`src/sv/hcbp_fifo.sv`:
```
// Small register-based first-in first-out queue.
module hcbp_fifo #(
    parameter int WIDTH = 8,
    parameter int DEPTH = 4
) (
    input  logic                       clk,
    input  logic                       rst_n,
    input  logic                       push,
    input  logic [WIDTH-1:0]           wr_data,
    input  logic                       pop,
    output logic [WIDTH-1:0]           rd_data,
    output logic                       full,
    output logic                       empty,
    output logic [$clog2(DEPTH+1)-1:0] count
);

    localparam int AW = (DEPTH > 1) ? $clog2(DEPTH) : 1;
    localparam int CW = $clog2(DEPTH + 1);

    logic [WIDTH-1:0] mem_reg [DEPTH];
    logic [AW-1:0]    wr_ptr_reg;
    logic [AW-1:0]    rd_ptr_reg;
    logic [CW-1:0]    count_reg;
    logic             do_push;
    logic             do_pop;

    assign full    = (count_reg == CW'(DEPTH));
    assign empty   = (count_reg == '0);
    assign count   = count_reg;
    assign rd_data = mem_reg[rd_ptr_reg];
    assign do_push = push && !full;
    assign do_pop  = pop && !empty;

    always_ff @(posedge clk or negedge rst_n)
    begin
        if (!rst_n)
        begin
            wr_ptr_reg <= '0;
            rd_ptr_reg <= '0;
            count_reg  <= '0;
        end
        else
        begin
            if (do_push)
            begin
                wr_ptr_reg <= (wr_ptr_reg == AW'(DEPTH - 1)) ? '0 : wr_ptr_reg + 1'b1;
            end
            if (do_pop)
            begin
                rd_ptr_reg <= (rd_ptr_reg == AW'(DEPTH - 1)) ? '0 : rd_ptr_reg + 1'b1;
            end
            if (do_push && !do_pop)
            begin
                count_reg <= count_reg + 1'b1;
            end
            else if (do_pop && !do_push)
            begin
                count_reg <= count_reg - 1'b1;
            end
        end
    end

    always_ff @(posedge clk)
    begin
        if (do_push)
        begin
            mem_reg[wr_ptr_reg] <= wr_data;
        end
    end

endmodule

```
`config.mk`:
```
export PLATFORM = sky130hd
export DESIGN_NAME = hcbp_fifo
export DESIGN_NICKNAME = d
export VERILOG_FILES = /design/src/sv/hcbp_fifo.sv
export SDC_FILE = /design/constraint.sdc
export NUM_CORES = 1
export LEC_CHECK = 0
export ABC_CLOCK_PERIOD_IN_PS = 2750
export BUFFER_PORTS_ARGS = -buffer_cell sky130_fd_sc_hd__buf_2
export CORE_MARGIN = 2
export CORE_UTILIZATION = 55
export CTS_BUF_LIST = sky130_fd_sc_hd__clkbuf_4 sky130_fd_sc_hd__clkbuf_8 sky130_fd_sc_hd__clkbuf_16
export CTS_CLUSTER_DIAMETER = 80
export DETAILED_ROUTE_END_ITERATION = 16
export GPL_TIMING_DRIVEN = 0
export PLACE_DENSITY = 0.75
export RECOVER_POWER = 100
export SLEW_MARGIN = 40
export SYNTH_ARGS = -nofsm -noshare
export SYNTH_HDL_FRONTEND = slang
export SYNTH_SLANG_ARGS = --single-unit
```
`constraint.sdc`:
```
create_clock -name clk -period 2.75 [get_ports clk]
set_clock_uncertainty 0.2 [all_clocks]
set_input_delay 0.1375 -clock clk [delete_from_list [all_inputs] [get_ports clk]]
set_output_delay 0.1375 -clock clk [all_outputs]
set_load 0.01 [all_outputs]
```
After elaboration in Yosys (flattened, before gate mapping)
Memories as Yosys holds them, arrays and structs flattened.
Cells that the tools add are included.
{"block": "word_totals", "register_bits": 7, "ramBits": 32, "input_bits": 12, "output_inout_bits": 13, "elab_cells": 27, "mem_count": 1}
{"block": "op_classes", "add_sub_neg": 4, "eq_ne": 3, "mux": 6, "n_reduce_logical": 10}
{"memory": "mem_reg", "words": 4, "width": 8, "read_ports": 1, "rd_ports_with_merged_regs": 0, "write_ports": 1, "line": "20", "rtl": "logic [WIDTH-1:0] mem_reg [DEPTH];"}
{"op": "3-bit two-way mux", "count": 2}
{"op": "2-bit by 1-bit adder with 2-bit output (second input constant)", "count": 2}
{"op": "2-bit equality test (second input constant)", "count": 2}
{"op": "1-bit logical AND", "count": 4}
{"op": "1-bit zero test", "count": 4}
{"op": "2-bit two-way mux", "count": 2}
{"op": "3-bit by 1-bit adder with 3-bit output (second input constant)", "count": 1}
{"op": "3-bit equality test (second input constant)", "count": 1}
{"op": "3-bit zero test", "count": 1}
{"op": "3-bit by 1-bit subtractor with 3-bit output (second input constant)", "count": 1}
{"op": "1-bit two-way mux", "count": 2}
{"op": "2-bit nonzero test", "count": 1}

Longest topological paths before layout
{"block": "logic_depth", "ltp_word": 7, "ltp_mapped": 8, "ltp_nobuf": 8}

Worst setup path after synthesis
No wires, ideal clock.
{"block": "synth_path", "kind": "flip-flop to flip-flop", "start": "reg count_reg[0] (netlist: count[0])", "end": "reg count_reg[2] (netlist: count[2])", "setup_ns": 0.079, "arrival_ns": 2.051, "required_time_ns": 2.471, "slack_ns": 0.420, "stages_incl_launch_ff": 9, "n_path_buf": 0, "period_less_slack_ns": 2.330, "path_cell_list": "dfrtp_1 nor3_1 nand2b_4 ha_1 inv_1 fa_1 xor2_1 nor2_1 xor2_1"}
{"block": "synth_between", "elab_chain_len": 6, "elab_cells_between_ends": 15, "classes_between": "add/sub: 2; eq/ne: 1; mux: 2; reduce/logical: 10"}
{"element": "start: declaration", "line": "23", "rtl": "logic [CW-1:0] count_reg;"}
{"element": "start signal: assignment", "line": "54", "rtl": "count_reg <= count_reg + 1'b1;"}
{"element": "start signal: assignment", "line": "58", "rtl": "count_reg <= count_reg - 1'b1;"}
{"element": "3-bit zero test (*)", "line": "28", "rtl": "assign empty = (count_reg == '0);"}
{"element": "via empty", "line": "13", "rtl": "output logic empty,"}
{"element": "1-bit zero test (*)", "line": "32", "rtl": "assign do_pop = pop && !empty;"}
{"element": "1-bit logical AND (*)", "line": "32"}
{"element": "1-bit zero test", "line": "52", "rtl": "if (do_push && !do_pop)"}
{"element": "1-bit logical AND", "line": "52"}
{"element": "3-bit two-way mux / 2-bit nonzero test (equally long branches)"}
Mark *: on every way through the listed nets, which the timed path passes. The rest lies on a longest branch. The select of a mux whose other input is x is not followed.
A chain may end at the register's enable or synchronous reset.

Final worst setup path
{"block": "layout_path", "start": "reg rd_ptr_reg[0]", "end": "out rd_data[3]"}
{"block": "layout_between", "elab_chain_len": 1}
{"element": "start: declaration", "line": "22", "rtl": "logic [AW-1:0] rd_ptr_reg;"}
{"element": "start signal: assignment", "line": "50", "rtl": "rd_ptr_reg <= (rd_ptr_reg == AW'(DEPTH - 1)) ? '0 : rd_ptr_reg + 1'b1;"}
{"element": "memory read 4 x 8 bit"}
{"element": "end: declaration", "line": "11", "rtl": "output logic [WIDTH-1:0] rd_data,"}
No other way between the ends.

==> summary.txt <==
Status
  • Status: finished, final reports clean

Detailed routing
  • Routed vias/inst: 5.39
  • WL met3: 111 µm
  • Initial DRC Count: 20
  • Number of routed nets with antenna violations: 0
  • WL met1: 1060 µm
  • Met2 WL: 1410 µm
  • First drt pass iteration count: 4
  • Uppermost layer routed: met4
  • Drc violations: 0
  • Vias: a little over 800
  • WL per Instance: between 15 and 20 µm
  • Drt total wl: between 2000 and 3000 µm

Worst setup path
  • CP Launch Type: flop
  • Worst r2r src: count[0]$_DFFE_PN0P_
  • CP Cell Sequence: clkbuf_1 > mux4_2 > clkbuf_1
  • R2R setup slack: 0.34 ns
  • Crit end category: primary output
  • Critical path startpoint: rd_ptr_reg[0]$_DFFE_PN0P_
  • Worst Setup EP: rd_data[3]
  • CP max stage cell: mux4_2
  • Crit-path max FO: 10
  • Worst Path Required: 2.41 ns
  • Buffers plus inverters on the worst setup path: 2
  • Worst stage delay on the critical path: 0.61 ns
  • Critical path's most frequent cell: clkbuf_1
  • Critical path class: reg -> out
  • Worst path top cell family by delay: buffers and inverters
  • Critical Path AT: 2.07 ns
  • R2R cell count: 6
  • WP depth: 3
  • Worst r2r dst: count[1]$_DFFE_PN0P_

Global routing
  • Total grt overflow: 0
  • Largest net degree at the start of global routing: 12
  • Vias in the first global route: roughly 870
  • First-pass GRT wire length: 4190 µm
  • Total Routing Usage GR: 0.181
  • Initial antenna violation count: 0

Clocking
  • Clock transition at path regs: between 0.1 and 0.15 ns
  • Worst-Skew Late Latency: 0.35 ns
  • CTS tree: done
  • CTS Sinks: 39
  • Total CTS buffers: 5
  • CTS Buffer Depth: 2
  • Post-CTS sizing: 0
  • H-tree Lvls: 2
  • Root Driver: clkbuf_4

Synthesis
  • Post-synth cell types: 19
  • Synth Cell Area: 0.00162 mm²
  • Cell taking the most area after synthesis: edfxtp_1
  • Seq/Total Area, Yosys: 0.702
  • Syn. warnings: 0
  • Post-synth top area share: 0.594
  • Syn Area/Cell: 20.5 µm²
  • Post-synth EDFFs: 32
  • Dominant cells by area after synthesis: edfxtp_1 (59%), mux4_2 (11%), dfrtp_1 (11%)
  • Primary FF master, synth: edfxtp_1
  • Post-Syn Nets: 98
  • Count leader, synth: edfxtp_1
  • Post-Syn Instances: 79
  • Async set-reset flop share out of synthesis: 0.179
  • FF+latch count, synth: 39
  • Post-synth top cells: edfxtp_1 (32), mux4_2 (8), dfrtp_1 (7)

Floorplanning
  • Die extent in x: slightly below 60 µm
  • Core ar.: approximately 0.0028 mm²
  • Ports: 25
  • Die area: roughly 0.0034 mm²
  • Core Rows: 19
  • Die Y: 58.2 µm
  • Starting Density: 0.582

Power and ir drop
  • Pwr dens: between 900 and 1000 mW/mm²
  • VDD IR-drop max: roughly 0.83 mV
  • Leak Pwr: 0.000685 µW

Final layout
  • Final net count: 140
  • Fin util: 0.680
  • Share of post-route cells with drive strength above 1: 0.189
  • P&R area growth vs syn: 16.9%
  • Fin cells: around 150
  • Antenna cell count: 0
  • Max reg flops: 32

STA
  • Unrepaired setup endpoints after global routing: no
  • Worst hold slack: 0.0682 ns
  • Setup Viol. Count Final: 0
  • Max Fclk: 415 MHz
  • Setup Total Neg Slack: 0 ns
  • Fin. max-slew vios: 0
  • Final WS setup: 0.341 ns
  • Tmin final: 2.41 ns
  • Relative slew slack: 0.461
  • Period utilization: 0.876
  • Final Hold Fails: 0
  • Worst-Margin Slew: between 0.8 and 0.9 ns

Placement
  • Routability cong.: between 0.6 and 0.7
  • Cell total after placement: 134
  • Hpwl dp: about 1800 µm
  • PortBufs: 24
  • DP Worst Slack: 0.487 ns

Hold path
  • Hold path startpoint: push
  • HP Class: in -> reg

Run
  • Number of max-cap violations: 0
-- repair_timing --
action | 4_1_cts | 5_1_grt
endpoints found under the hold margin | 41 | 0
hold buffers | 11 | 0
buffers inserted | 0 | 0
-- worst min-delay path by stage --
stage	cells past startpoint	end
after floorplan	0	count[0]$_DFFE_PN0P_
after global placement	1	count[1]$_DFFE_PN0P_
after detailed placement	1	count[1]$_DFFE_PN0P_
after CTS	3	wr_ptr_reg[1]$_DFFE_PN0P_
after global routing	3	wr_ptr_reg[1]$_DFFE_PN0P_
final	3	wr_ptr_reg[1]$_DFFE_PN0P_
-- through the flow --
stage	power, µW	area, µm²
after floorplan	1410	1620
after global placement	1600	1780
after detailed placement	1660	1780
after CTS	1940	1940
after global routing	1970	1890
final	1850	1890
-- worst min-delay path, stage by stage --
cell     delay (ns)
buf_2          0.11
nor2b_4        0.14
mux2_4         0.19
-- cell families after synthesis --
kind of cell	synth area share
xor+xnor	0.0162
buf+inv	0.0124
simple gates	0.0549
mux	0.155
flops	0.702
fa+ha+maj	0.0588
-- report_power, final --
| part | leakage [µW] | internal, µW | switching (µW) |
|---|---|---|---|
| Combinational | 0.000279 | 333 | 359 |
| Clock | 0.0000307 | 105 | 173 |
| Sequential | 0.000375 | 801 | 81.4 |
| Total | 0.000685 | 1240 | 613 |
-- per-layer routing --
metal | global-route usage | vias to the layer above
met5 | 0 | -
met4 | 0.0897 | 0
met3 | 0.0402 | 8
met2 | 0.307 | 23
met1 | 0.219 | 402
li1 | - | 391
-- placed cells by master (no fill, tap or decap) --
master / instances
mux2_1: 1
clkinv_1: 2
and2_0: 3
xor2_1: 2
buf_2: 4
dfrtp_1: 7
fa_1: 1
xnor2_1: 1
dlygate4sd3_1: 11
mux2_2: 1
nand2_1: 1
nand2b_1: 1
inv_1: 3
edfxtp_1: 32
mux4_2: 8
ha_1: 6
nor3_1: 1
mux2_4: 3
nor2_1: 4
clkbuf_1: 22
clkbuf_4: 6
nor3b_1: 1
nor2b_4: 1
-- layout make-up --
type                       count  area (µm²)
clock inverter                 2        7.51
sequential                    39        1140
multi-input combinational     35         439
buffer                         2        7.51
clock buffer                   6        45.0
fill                         203         891
timing repair buffer          35         205
tap                           31        38.8
inverter                       3        11.3
No activity file was read; power rests on OpenSTA's default activity.
