--- config.mk ---
export PLATFORM = sky130hd
export DESIGN_NAME = hcbp_back
export DESIGN_NICKNAME = d
export VERILOG_FILES = /design/src/sv/hcbp_pkg.sv /design/src/sv/hcbp_back.sv
export SDC_FILE = /design/constraint.sdc
export NUM_CORES = 1
export LEC_CHECK = 0
export ABC_AREA = 1
export BUFFER_PORTS_ARGS = -buffer_cell sky130_fd_sc_hd__buf_2
export CORE_MARGIN = 5
export CORE_UTILIZATION = 48
export DETAILED_ROUTE_END_ITERATION = 10
export PLACE_DENSITY_LB_ADDON = 0.2
export SLEW_MARGIN = 20
export SYNTH_ARGS = -nofsm -noshare
export SYNTH_HDL_FRONTEND = slang
export SYNTH_SLANG_ARGS = --single-unit
--- constraint.sdc ---
create_clock -name clk -period 2.09 [get_ports clk]
set_input_delay 0 -clock clk [delete_from_list [all_inputs] [get_ports clk]]
set_output_delay 0 -clock clk [all_outputs]
set_load 0.02 [all_outputs]
--- src/sv/hcbp_pkg.sv ---
// Shared types and constants for the code bit packer.
package hcbp_pkg;

    localparam int CODE_W = 32;
    localparam int LEN_W = 6;
    localparam int SYM_W = 8;
    localparam int WIN_W = CODE_W + 8;
    localparam int JOB_DEPTH = 4;
    localparam int OUT_DEPTH = 4;
    localparam int DEF_MAX_CODE_LEN = 32;
    localparam int DEF_SYMBOL_COUNT = 256;

    localparam logic [1:0] CMD_ENCODE = 2'd0;
    localparam logic [1:0] CMD_LOAD = 2'd1;
    localparam logic [1:0] CMD_FLUSH = 2'd2;

    typedef struct packed {
        logic              flush;
        logic [CODE_W-1:0] code;
        logic [LEN_W-1:0]  len;
    } job_t;

    typedef struct packed {
        logic [7:0] data;
        logic       last;
    } out_t;

    typedef enum logic [0:0] {
        BK_IDLE,
        BK_EMIT
    } back_state_t;

endpackage

--- src/sv/hcbp_back.sv ---
// Back end: appends code bits to the byte buffer and emits finished bytes.
module hcbp_back (
    input  logic           clk,
    input  logic           rst_n,
    input  logic           job_empty,
    input  hcbp_pkg::job_t job,
    output logic           job_pop,
    input  logic           out_full,
    output logic           out_push,
    output hcbp_pkg::out_t out_item
);

    hcbp_pkg::back_state_t state_reg;
    hcbp_pkg::back_state_t state_next;

    logic [hcbp_pkg::WIN_W-1:0]  win_reg;
    logic [2:0]                  left_reg;
    logic [2:0]                  rem_reg;
    logic [7:0]                  pend_bits_reg;
    logic [2:0]                  pend_cnt_reg;
    logic [hcbp_pkg::CODE_W-1:0] code_al;
    logic [hcbp_pkg::WIN_W-1:0]  win_new;
    logic [hcbp_pkg::LEN_W-1:0]  total;
    logic [2:0]                  nbytes;
    logic [2:0]                  rem_new;

    always_comb
    begin
        code_al = job.code << (hcbp_pkg::LEN_W'(hcbp_pkg::CODE_W) - job.len);
        win_new = {pend_bits_reg, {hcbp_pkg::CODE_W{1'b0}}}
                  | ({code_al, 8'b0} >> pend_cnt_reg);
        total   = {{(hcbp_pkg::LEN_W - 3){1'b0}}, pend_cnt_reg} + job.len;
        if (job.flush)
        begin
            nbytes  = (pend_cnt_reg != 3'd0) ? 3'd1 : 3'd0;
            rem_new = 3'd0;
        end
        else
        begin
            nbytes  = total[5:3];
            rem_new = total[2:0];
        end
    end

    always_comb
    begin
        state_next = state_reg;
        unique case (state_reg)
            hcbp_pkg::BK_IDLE:
            begin
                if (!job_empty && (nbytes != 3'd0))
                begin
                    state_next = hcbp_pkg::BK_EMIT;
                end
            end
            hcbp_pkg::BK_EMIT:
            begin
                if (!out_full && (left_reg == 3'd1))
                begin
                    state_next = hcbp_pkg::BK_IDLE;
                end
            end
            default:
            begin
                state_next = hcbp_pkg::BK_IDLE;
            end
        endcase
    end

    always_comb
    begin
        job_pop       = 1'b0;
        out_push      = 1'b0;
        out_item.data = win_reg[hcbp_pkg::WIN_W-1 -: 8];
        out_item.last = (left_reg == 3'd1);
        unique case (state_reg)
            hcbp_pkg::BK_IDLE:
            begin
                job_pop = !job_empty;
            end
            hcbp_pkg::BK_EMIT:
            begin
                out_push = !out_full;
            end
            default:
            begin
                job_pop = 1'b0;
            end
        endcase
    end

    always_ff @(posedge clk or negedge rst_n)
    begin
        if (!rst_n)
        begin
            state_reg     <= hcbp_pkg::BK_IDLE;
            left_reg      <= 3'd0;
            rem_reg       <= 3'd0;
            pend_bits_reg <= 8'd0;
            pend_cnt_reg  <= 3'd0;
        end
        else
        begin
            state_reg <= state_next;
            if (state_reg == hcbp_pkg::BK_IDLE && !job_empty)
            begin
                left_reg <= nbytes;
                rem_reg  <= rem_new;
                if (nbytes == 3'd0)
                begin
                    pend_bits_reg <= win_new[hcbp_pkg::WIN_W-1 -: 8];
                    pend_cnt_reg  <= rem_new;
                end
            end
            else if (state_reg == hcbp_pkg::BK_EMIT && !out_full)
            begin
                left_reg <= left_reg - 3'd1;
                if (left_reg == 3'd1)
                begin
                    pend_bits_reg <= win_reg[hcbp_pkg::WIN_W-9 -: 8];
                    pend_cnt_reg  <= rem_reg;
                end
            end
        end
    end

    always_ff @(posedge clk)
    begin
        if (state_reg == hcbp_pkg::BK_IDLE && !job_empty)
        begin
            win_reg <= win_new;
        end
        else if (state_reg == hcbp_pkg::BK_EMIT && !out_full)
        begin
            win_reg <= win_reg << 8;
        end
    end

endmodule

# [Yosys cells after proc, flatten, opt, wreduce, memory -nomap -nowiden]
# Index checks and enable logic that the tools add are counted.
[word_totals] output_inout_bits=11 in_bits=43 regBits=58
[classes] shifts=2 add_sub_neg=3 bitwise=2 n_reduce_logical=12 muxes=20 eq_ne=2
[ops] operator="$mux W40" count=2
[ops] operator="$or A40 B40 Y40" count=1
[ops] operator="$shr A40 B3 Y40" count=1
[ops] operator="$mux W8" count=4
[ops] operator="$shl A32 B6 Y32" count=1
[ops] operator="$mux W3" count=8
[ops] operator="$add A3 B6 Y6" count=1
[ops] operator="$reduce_bool A3 Y1" count=2
[ops] operator="$sub A6 B6 Y6 const A" count=1
[ops] operator="$mux W1" count=5
[ops] operator="$logic_and A1 B1 Y1" count=4
[ops] operator="$reduce_bool A2 Y1" count=2
[ops] operator="$eq A3 B1 Y1 const B" count=1
[ops] operator="$logic_not A3 Y1" count=1
[ops] operator="$reduce_and A3 Y1" count=1
[ops] operator="$sub A3 B1 Y3 const B" count=1
[ops] operator="$logic_not A1 Y1" count=2
[ops] operator="$ne A2 B1 Y1 const B" count=1
[ops] operator="$pmux W1 S2" count=1
[ops] operator="$not A1 Y1" count=1

# [Depth between registers and ports, before layout]
[logic_depth] ltp_word=7 ltp_mapped=19

# [Worst setup path after synthesis]
# OpenSTA, ideal clock, no wires.
[synth_path] path_type="register to register" startpoint="register state_reg" endpoint="register win_reg[10] (netlist name), enable pin" arrival_ns=1.732 setup_slack_ns=-0.036 stages_incl_launch_ff=5 cell_sequence="dfrtp_1 > nor2_1 > buf_1 > nor2_1 > inv_1"
[synth_between] elab_chain_cells=3 elab_cells_between_ends=4
[synth_rtl] item="start: declaration" line_no="hcbp_back.sv:13" rtl="hcbp_pkg::back_state_t state_reg;"
[synth_rtl] item="start signal: assignment" line_no="hcbp_back.sv:96" rtl="state_reg <= hcbp_pkg::BK_IDLE;"
[synth_rtl] item="start signal: assignment" line_no="hcbp_back.sv:104" rtl="state_reg <= state_next;"
[synth_rtl] item="$not A1 Y1" line_no="hcbp_back.sv:129" rtl="if (state_reg == hcbp_pkg::BK_IDLE && !job_empty)"
[synth_rtl] item="$logic_and A1 B1 Y1" line_no="hcbp_back.sv:129"
[synth_rtl] item="$reduce_bool A2 Y1 (no line) (*)"
[synth_rtl] item="end signal: assignment" line_no="hcbp_back.sv:131" rtl="win_reg <= win_new;"
[synth_rtl] item="end signal: assignment" line_no="hcbp_back.sv:135" rtl="win_reg <= win_reg << 8;"
[synth_rtl] item="end: declaration" line_no="hcbp_back.sv:16" rtl="logic [hcbp_pkg::WIN_W-1:0] win_reg;"
# Mark *: on every way between the ends. The rest lies on a longest branch, timed or not.
# A chain may end at the register's enable or synchronous reset.

# [Final worst setup path]
[layout_path] startpoint="register pend_cnt_reg[2]" endpoint="register pend_bits_reg[4]"
[layout_between] elab_chain_cells=6 elab_cells_between_ends=11
[layout_rtl] item="start: declaration" line_no="hcbp_back.sv:20" rtl="logic [2:0] pend_cnt_reg;"
[layout_rtl] item="start signal: assignment" line_no="hcbp_back.sv:112" rtl="pend_cnt_reg <= rem_new;"
[layout_rtl] item="start signal: assignment" line_no="hcbp_back.sv:121" rtl="pend_cnt_reg <= rem_reg;"
[layout_rtl] item="parallel branches: the longest is 6 deep, another holds $add A3 B6 Y6"
[layout_rtl] item="end signal: assignment" line_no="hcbp_back.sv:111" rtl="pend_bits_reg <= win_new[hcbp_pkg::WIN_W-1 -: 8];"
[layout_rtl] item="end signal: assignment" line_no="hcbp_back.sv:120" rtl="pend_bits_reg <= win_reg[hcbp_pkg::WIN_W-9 -: 8];"
[layout_rtl] item="end: declaration" line_no="hcbp_back.sv:19" rtl="logic [7:0] pend_bits_reg;"
# Several ways; the timed one is not identified. The select of a mux whose other input is x is not followed.

==> impl_metrics.env <==
export IMPL_antenna_found_initial=0
export IMPL_fin_ws_ps=-13.0
export IMPL_ys_ff_latch=57
export IMPL_end_kind="flip-flop"
export IMPL_first_pass_iters=5
export IMPL_rrSetupSlack_ps=-10
export IMPL_slew_headroom=0.619
export IMPL_start_util=0.495
export IMPL_wl_per_cell_um=15.0
export IMPL_crit_fanout=7
export IMPL_drt_iter0_drc=468
export IMPL_max_cap_violations=0
export IMPL_p_leak_uw=0.00285
export IMPL_p_total_uw=7040
export IMPL_rows=38
export IMPL_maxSlewViolCount=0
export IMPL_timing_rr_start="pend_cnt_reg[2]"
export IMPL_fin_cells=1023
export IMPL_layout_drive_gt1_share=0.196
export IMPL_cts_max_level=3
export IMPL_async_flop_share=0.316
export IMPL_failed_checks="negative setup slack"
export IMPL_status="complete, but fails checks"
export IMPL_grt_use_met1=0.305
export IMPL_first_global_vias=5590
export IMPL_die_w_um=116
export IMPL_io_buffer_count=53
export IMPL_worstSetupPathType="reg2reg"
export IMPL_grt_setup_unrepaired="yes"
export IMPL_grt_pass1_wl_um=25700
export IMPL_worstHoldPathType="in2reg"
export IMPL_gp_congestion=0.881
export IMPL_clockBufferDepth=2
export IMPL_antenna_cells=0
export IMPL_area_growth_pct=16.7
export IMPL_cts_sinks=57
export IMPL_fin_nets=929
export IMPL_utilization=0.578
export IMPL_seq_area_frac_synth=0.298
export IMPL_grt_use_met3=0.0440
export IMPL_vdd_drop_max_mv=0.752
export IMPL_syn_num_nets=869
export IMPL_setup_violations=1
export IMPL_fmax_ghz=0.476
export IMPL_netlist_instances=819
export IMPL_synth_ff_type="edfxtp_1"
export IMPL_pin_count=54
export IMPL_finalHoldViolCount=0
export IMPL_dr_total_vias=5880
export IMPL_ant_nets=0
export IMPL_path_clk_slew_ps=50
export IMPL_cts_root_buf="clkbuf_16"
export IMPL_seqPwrFrac=0.294
export IMPL_p_per_area_nw_per_um2=1110
export IMPL_largest_register_ffs=39
export IMPL_synthDistinctLibCells=46
export IMPL_die_height_um=116
export IMPL_dp_hpwl_um=11700
export IMPL_drc=0
export IMPL_busiest_layer="met2"
export IMPL_layout_common_cells="nand3_1 (308), nand2_1 (219), buf_2 (53), buf_4 (46), edfxtp_1 (39)"
export IMPL_switching_share=0.429
export IMPL_gr_usage_all_layers=0.236
export IMPL_synth_edf_count=39
export IMPL_period_minus_slack_ps=2100
export IMPL_period_share=1.01
export IMPL_post_place_cells=999
export IMPL_synth_warnings=0
export IMPL_cp_endpoint="pend_bits_reg[4]"
export IMPL_switchingPower_uw=3020
export IMPL_use_met2=0.407
export IMPL_p_int_uw=4020
export IMPL_design_core_area_um2=11000
export IMPL_combPwrFrac=0.522
export IMPL_postSynthAreaPerCell_um2=6.64
export IMPL_grt_overflow=0
export IMPL_routed_wl_um=15400
export IMPL_viasPerCell=5.75
export IMPL_die_area_um2=13600
export IMPL_tightest_slew_ps=571
export IMPL_arrival_ps=2310
export IMPL_cts_buffers=9
export IMPL_timing_rr_end="pend_bits_reg[4]"
export IMPL_worstPathRequired_ps=2300
export IMPL_syn_area_um2=5440
export IMPL_fin_skew_ps=7.22
export IMPL_critPathLaunchType="flip-flop"
export IMPL_layout_commonest_cell="nand3_1"
export IMPL_clkPwrFrac=0.184
export IMPL_cts_tree="done"
export IMPL_clock_latency_ps=320
export IMPL_cp_startpoint="pend_cnt_reg[2]"
export IMPL_r2r_cells=11
export IMPL_grt_max_degree=37
## Yosys cell counts (9+ instances only)
cell type | n | area (µm²)
o21ai_1 | 13 | 65.1
o21ai_0 | 12 | 60.1
inv_1 | 27 | 101
buf_2 | 15 | 75.1
dfrtp_1 | 18 | 450
nand3_2 | 10 | 100
edfxtp_1 | 39 | 1170
clkbuf_1 | 13 | 48.8
nor2_1 | 26 | 97.6
nand2_1 | 220 | 826
buf_4 | 14 | 105
nand4_1 | 9 | 56.3
buf_6 | 12 | 135
nand3_1 | 308 | 1540
## worst max-delay path: stages (launching register included)
cell and delay [ps]:
dfrtp_1 430, ha_4 250, nand2_1 60, nand2_1 60, a31oi_2 210, xor2_1 260, o21ai_2 110, a21oi_4 190
nand3_4 110, buf_6 160, nand2_1 70, nand2_1 60
## timing repair
item	in CTS	in global routing
endpoints found under the setup margin	11	17
setup buffers	7	0
endpoints found under the hold margin	19	0
hold buffers	2	0
pin swaps	3	2
gates resized for setup	9	10
## per-layer routing
| metal | routed length, µm | vias to the layer above |
|---|---|---|
| li1 | - | 2970 |
| met1 | 6860 | 2725 |
| met2 | 7500 | 159 |
| met3 | 760 | 26 |
| met4 | 265 | 0 |
| met5 | 0 | - |
## cells by family (layout without fill, tap and decap cells)
family	count (synthesis)	count (layout)	synth area share
AOI/OAI and AO/OA	55	55	0.0626
xor gates and xnor gates	1	1	0.00161
adders and majority gates	7	7	0.0175
buffers and inverters	100	164	0.101
DFF	57	57	0.298
muxes	1	1	0.00184
and+or+nand+nor	598	598	0.517
## worst min-delay path by stage
stage | from | to | cells past startpoint
after floorplan | rst_n | left_reg[0] | 0
after global routing | job[38] | left_reg[0] | 4
after detailed placement | rst_n | state_reg | 1
final | job[38] | left_reg[0] | 4
after CTS | job[38] | left_reg[0] | 4
after global placement | rst_n | rem_reg[2] | 1
## area by class of cell
cell class / instances / area, µm²
inverter: 40 / 171
timing repair buffer: 109 / 782
tap: 140 / 175
sequential: 57 / 1620
clock buffer: 12 / 246
fill: 1082 / 4630
multi-input combinational: 662 / 3340
clock inverter: 3 / 17.5
## power groups by stage
stage               clock [µW]  sequential (µW)  combinational [µW]
floorplan                    0             2020                2650
global placement             0             2050                3450
detailed placement           0             2070                3510
CTS                       1320             2070                3620
global route              1390             2110                4110
finish                    1300             2070                3670
## stage by stage
step | setup TNS, ps | hold WS (ps) | instance area (µm²) | setup slack (ps)
4_1_cts | 0 | 87.3 | 6310 | 19.5
3_5_place_dp | -1160 | -37.0 | 5940 | -99.4
5_1_grt | -773 | 97.1 | 6350 | -107
3_3_place_gp | -453 | -43.7 | 5940 | -57.6
6_report | -13.0 | 106 | 6350 | -13.0
2_1_floorplan | 0 | -296 | 5440 | 13.7
Power figures use the tool's default switching activity.
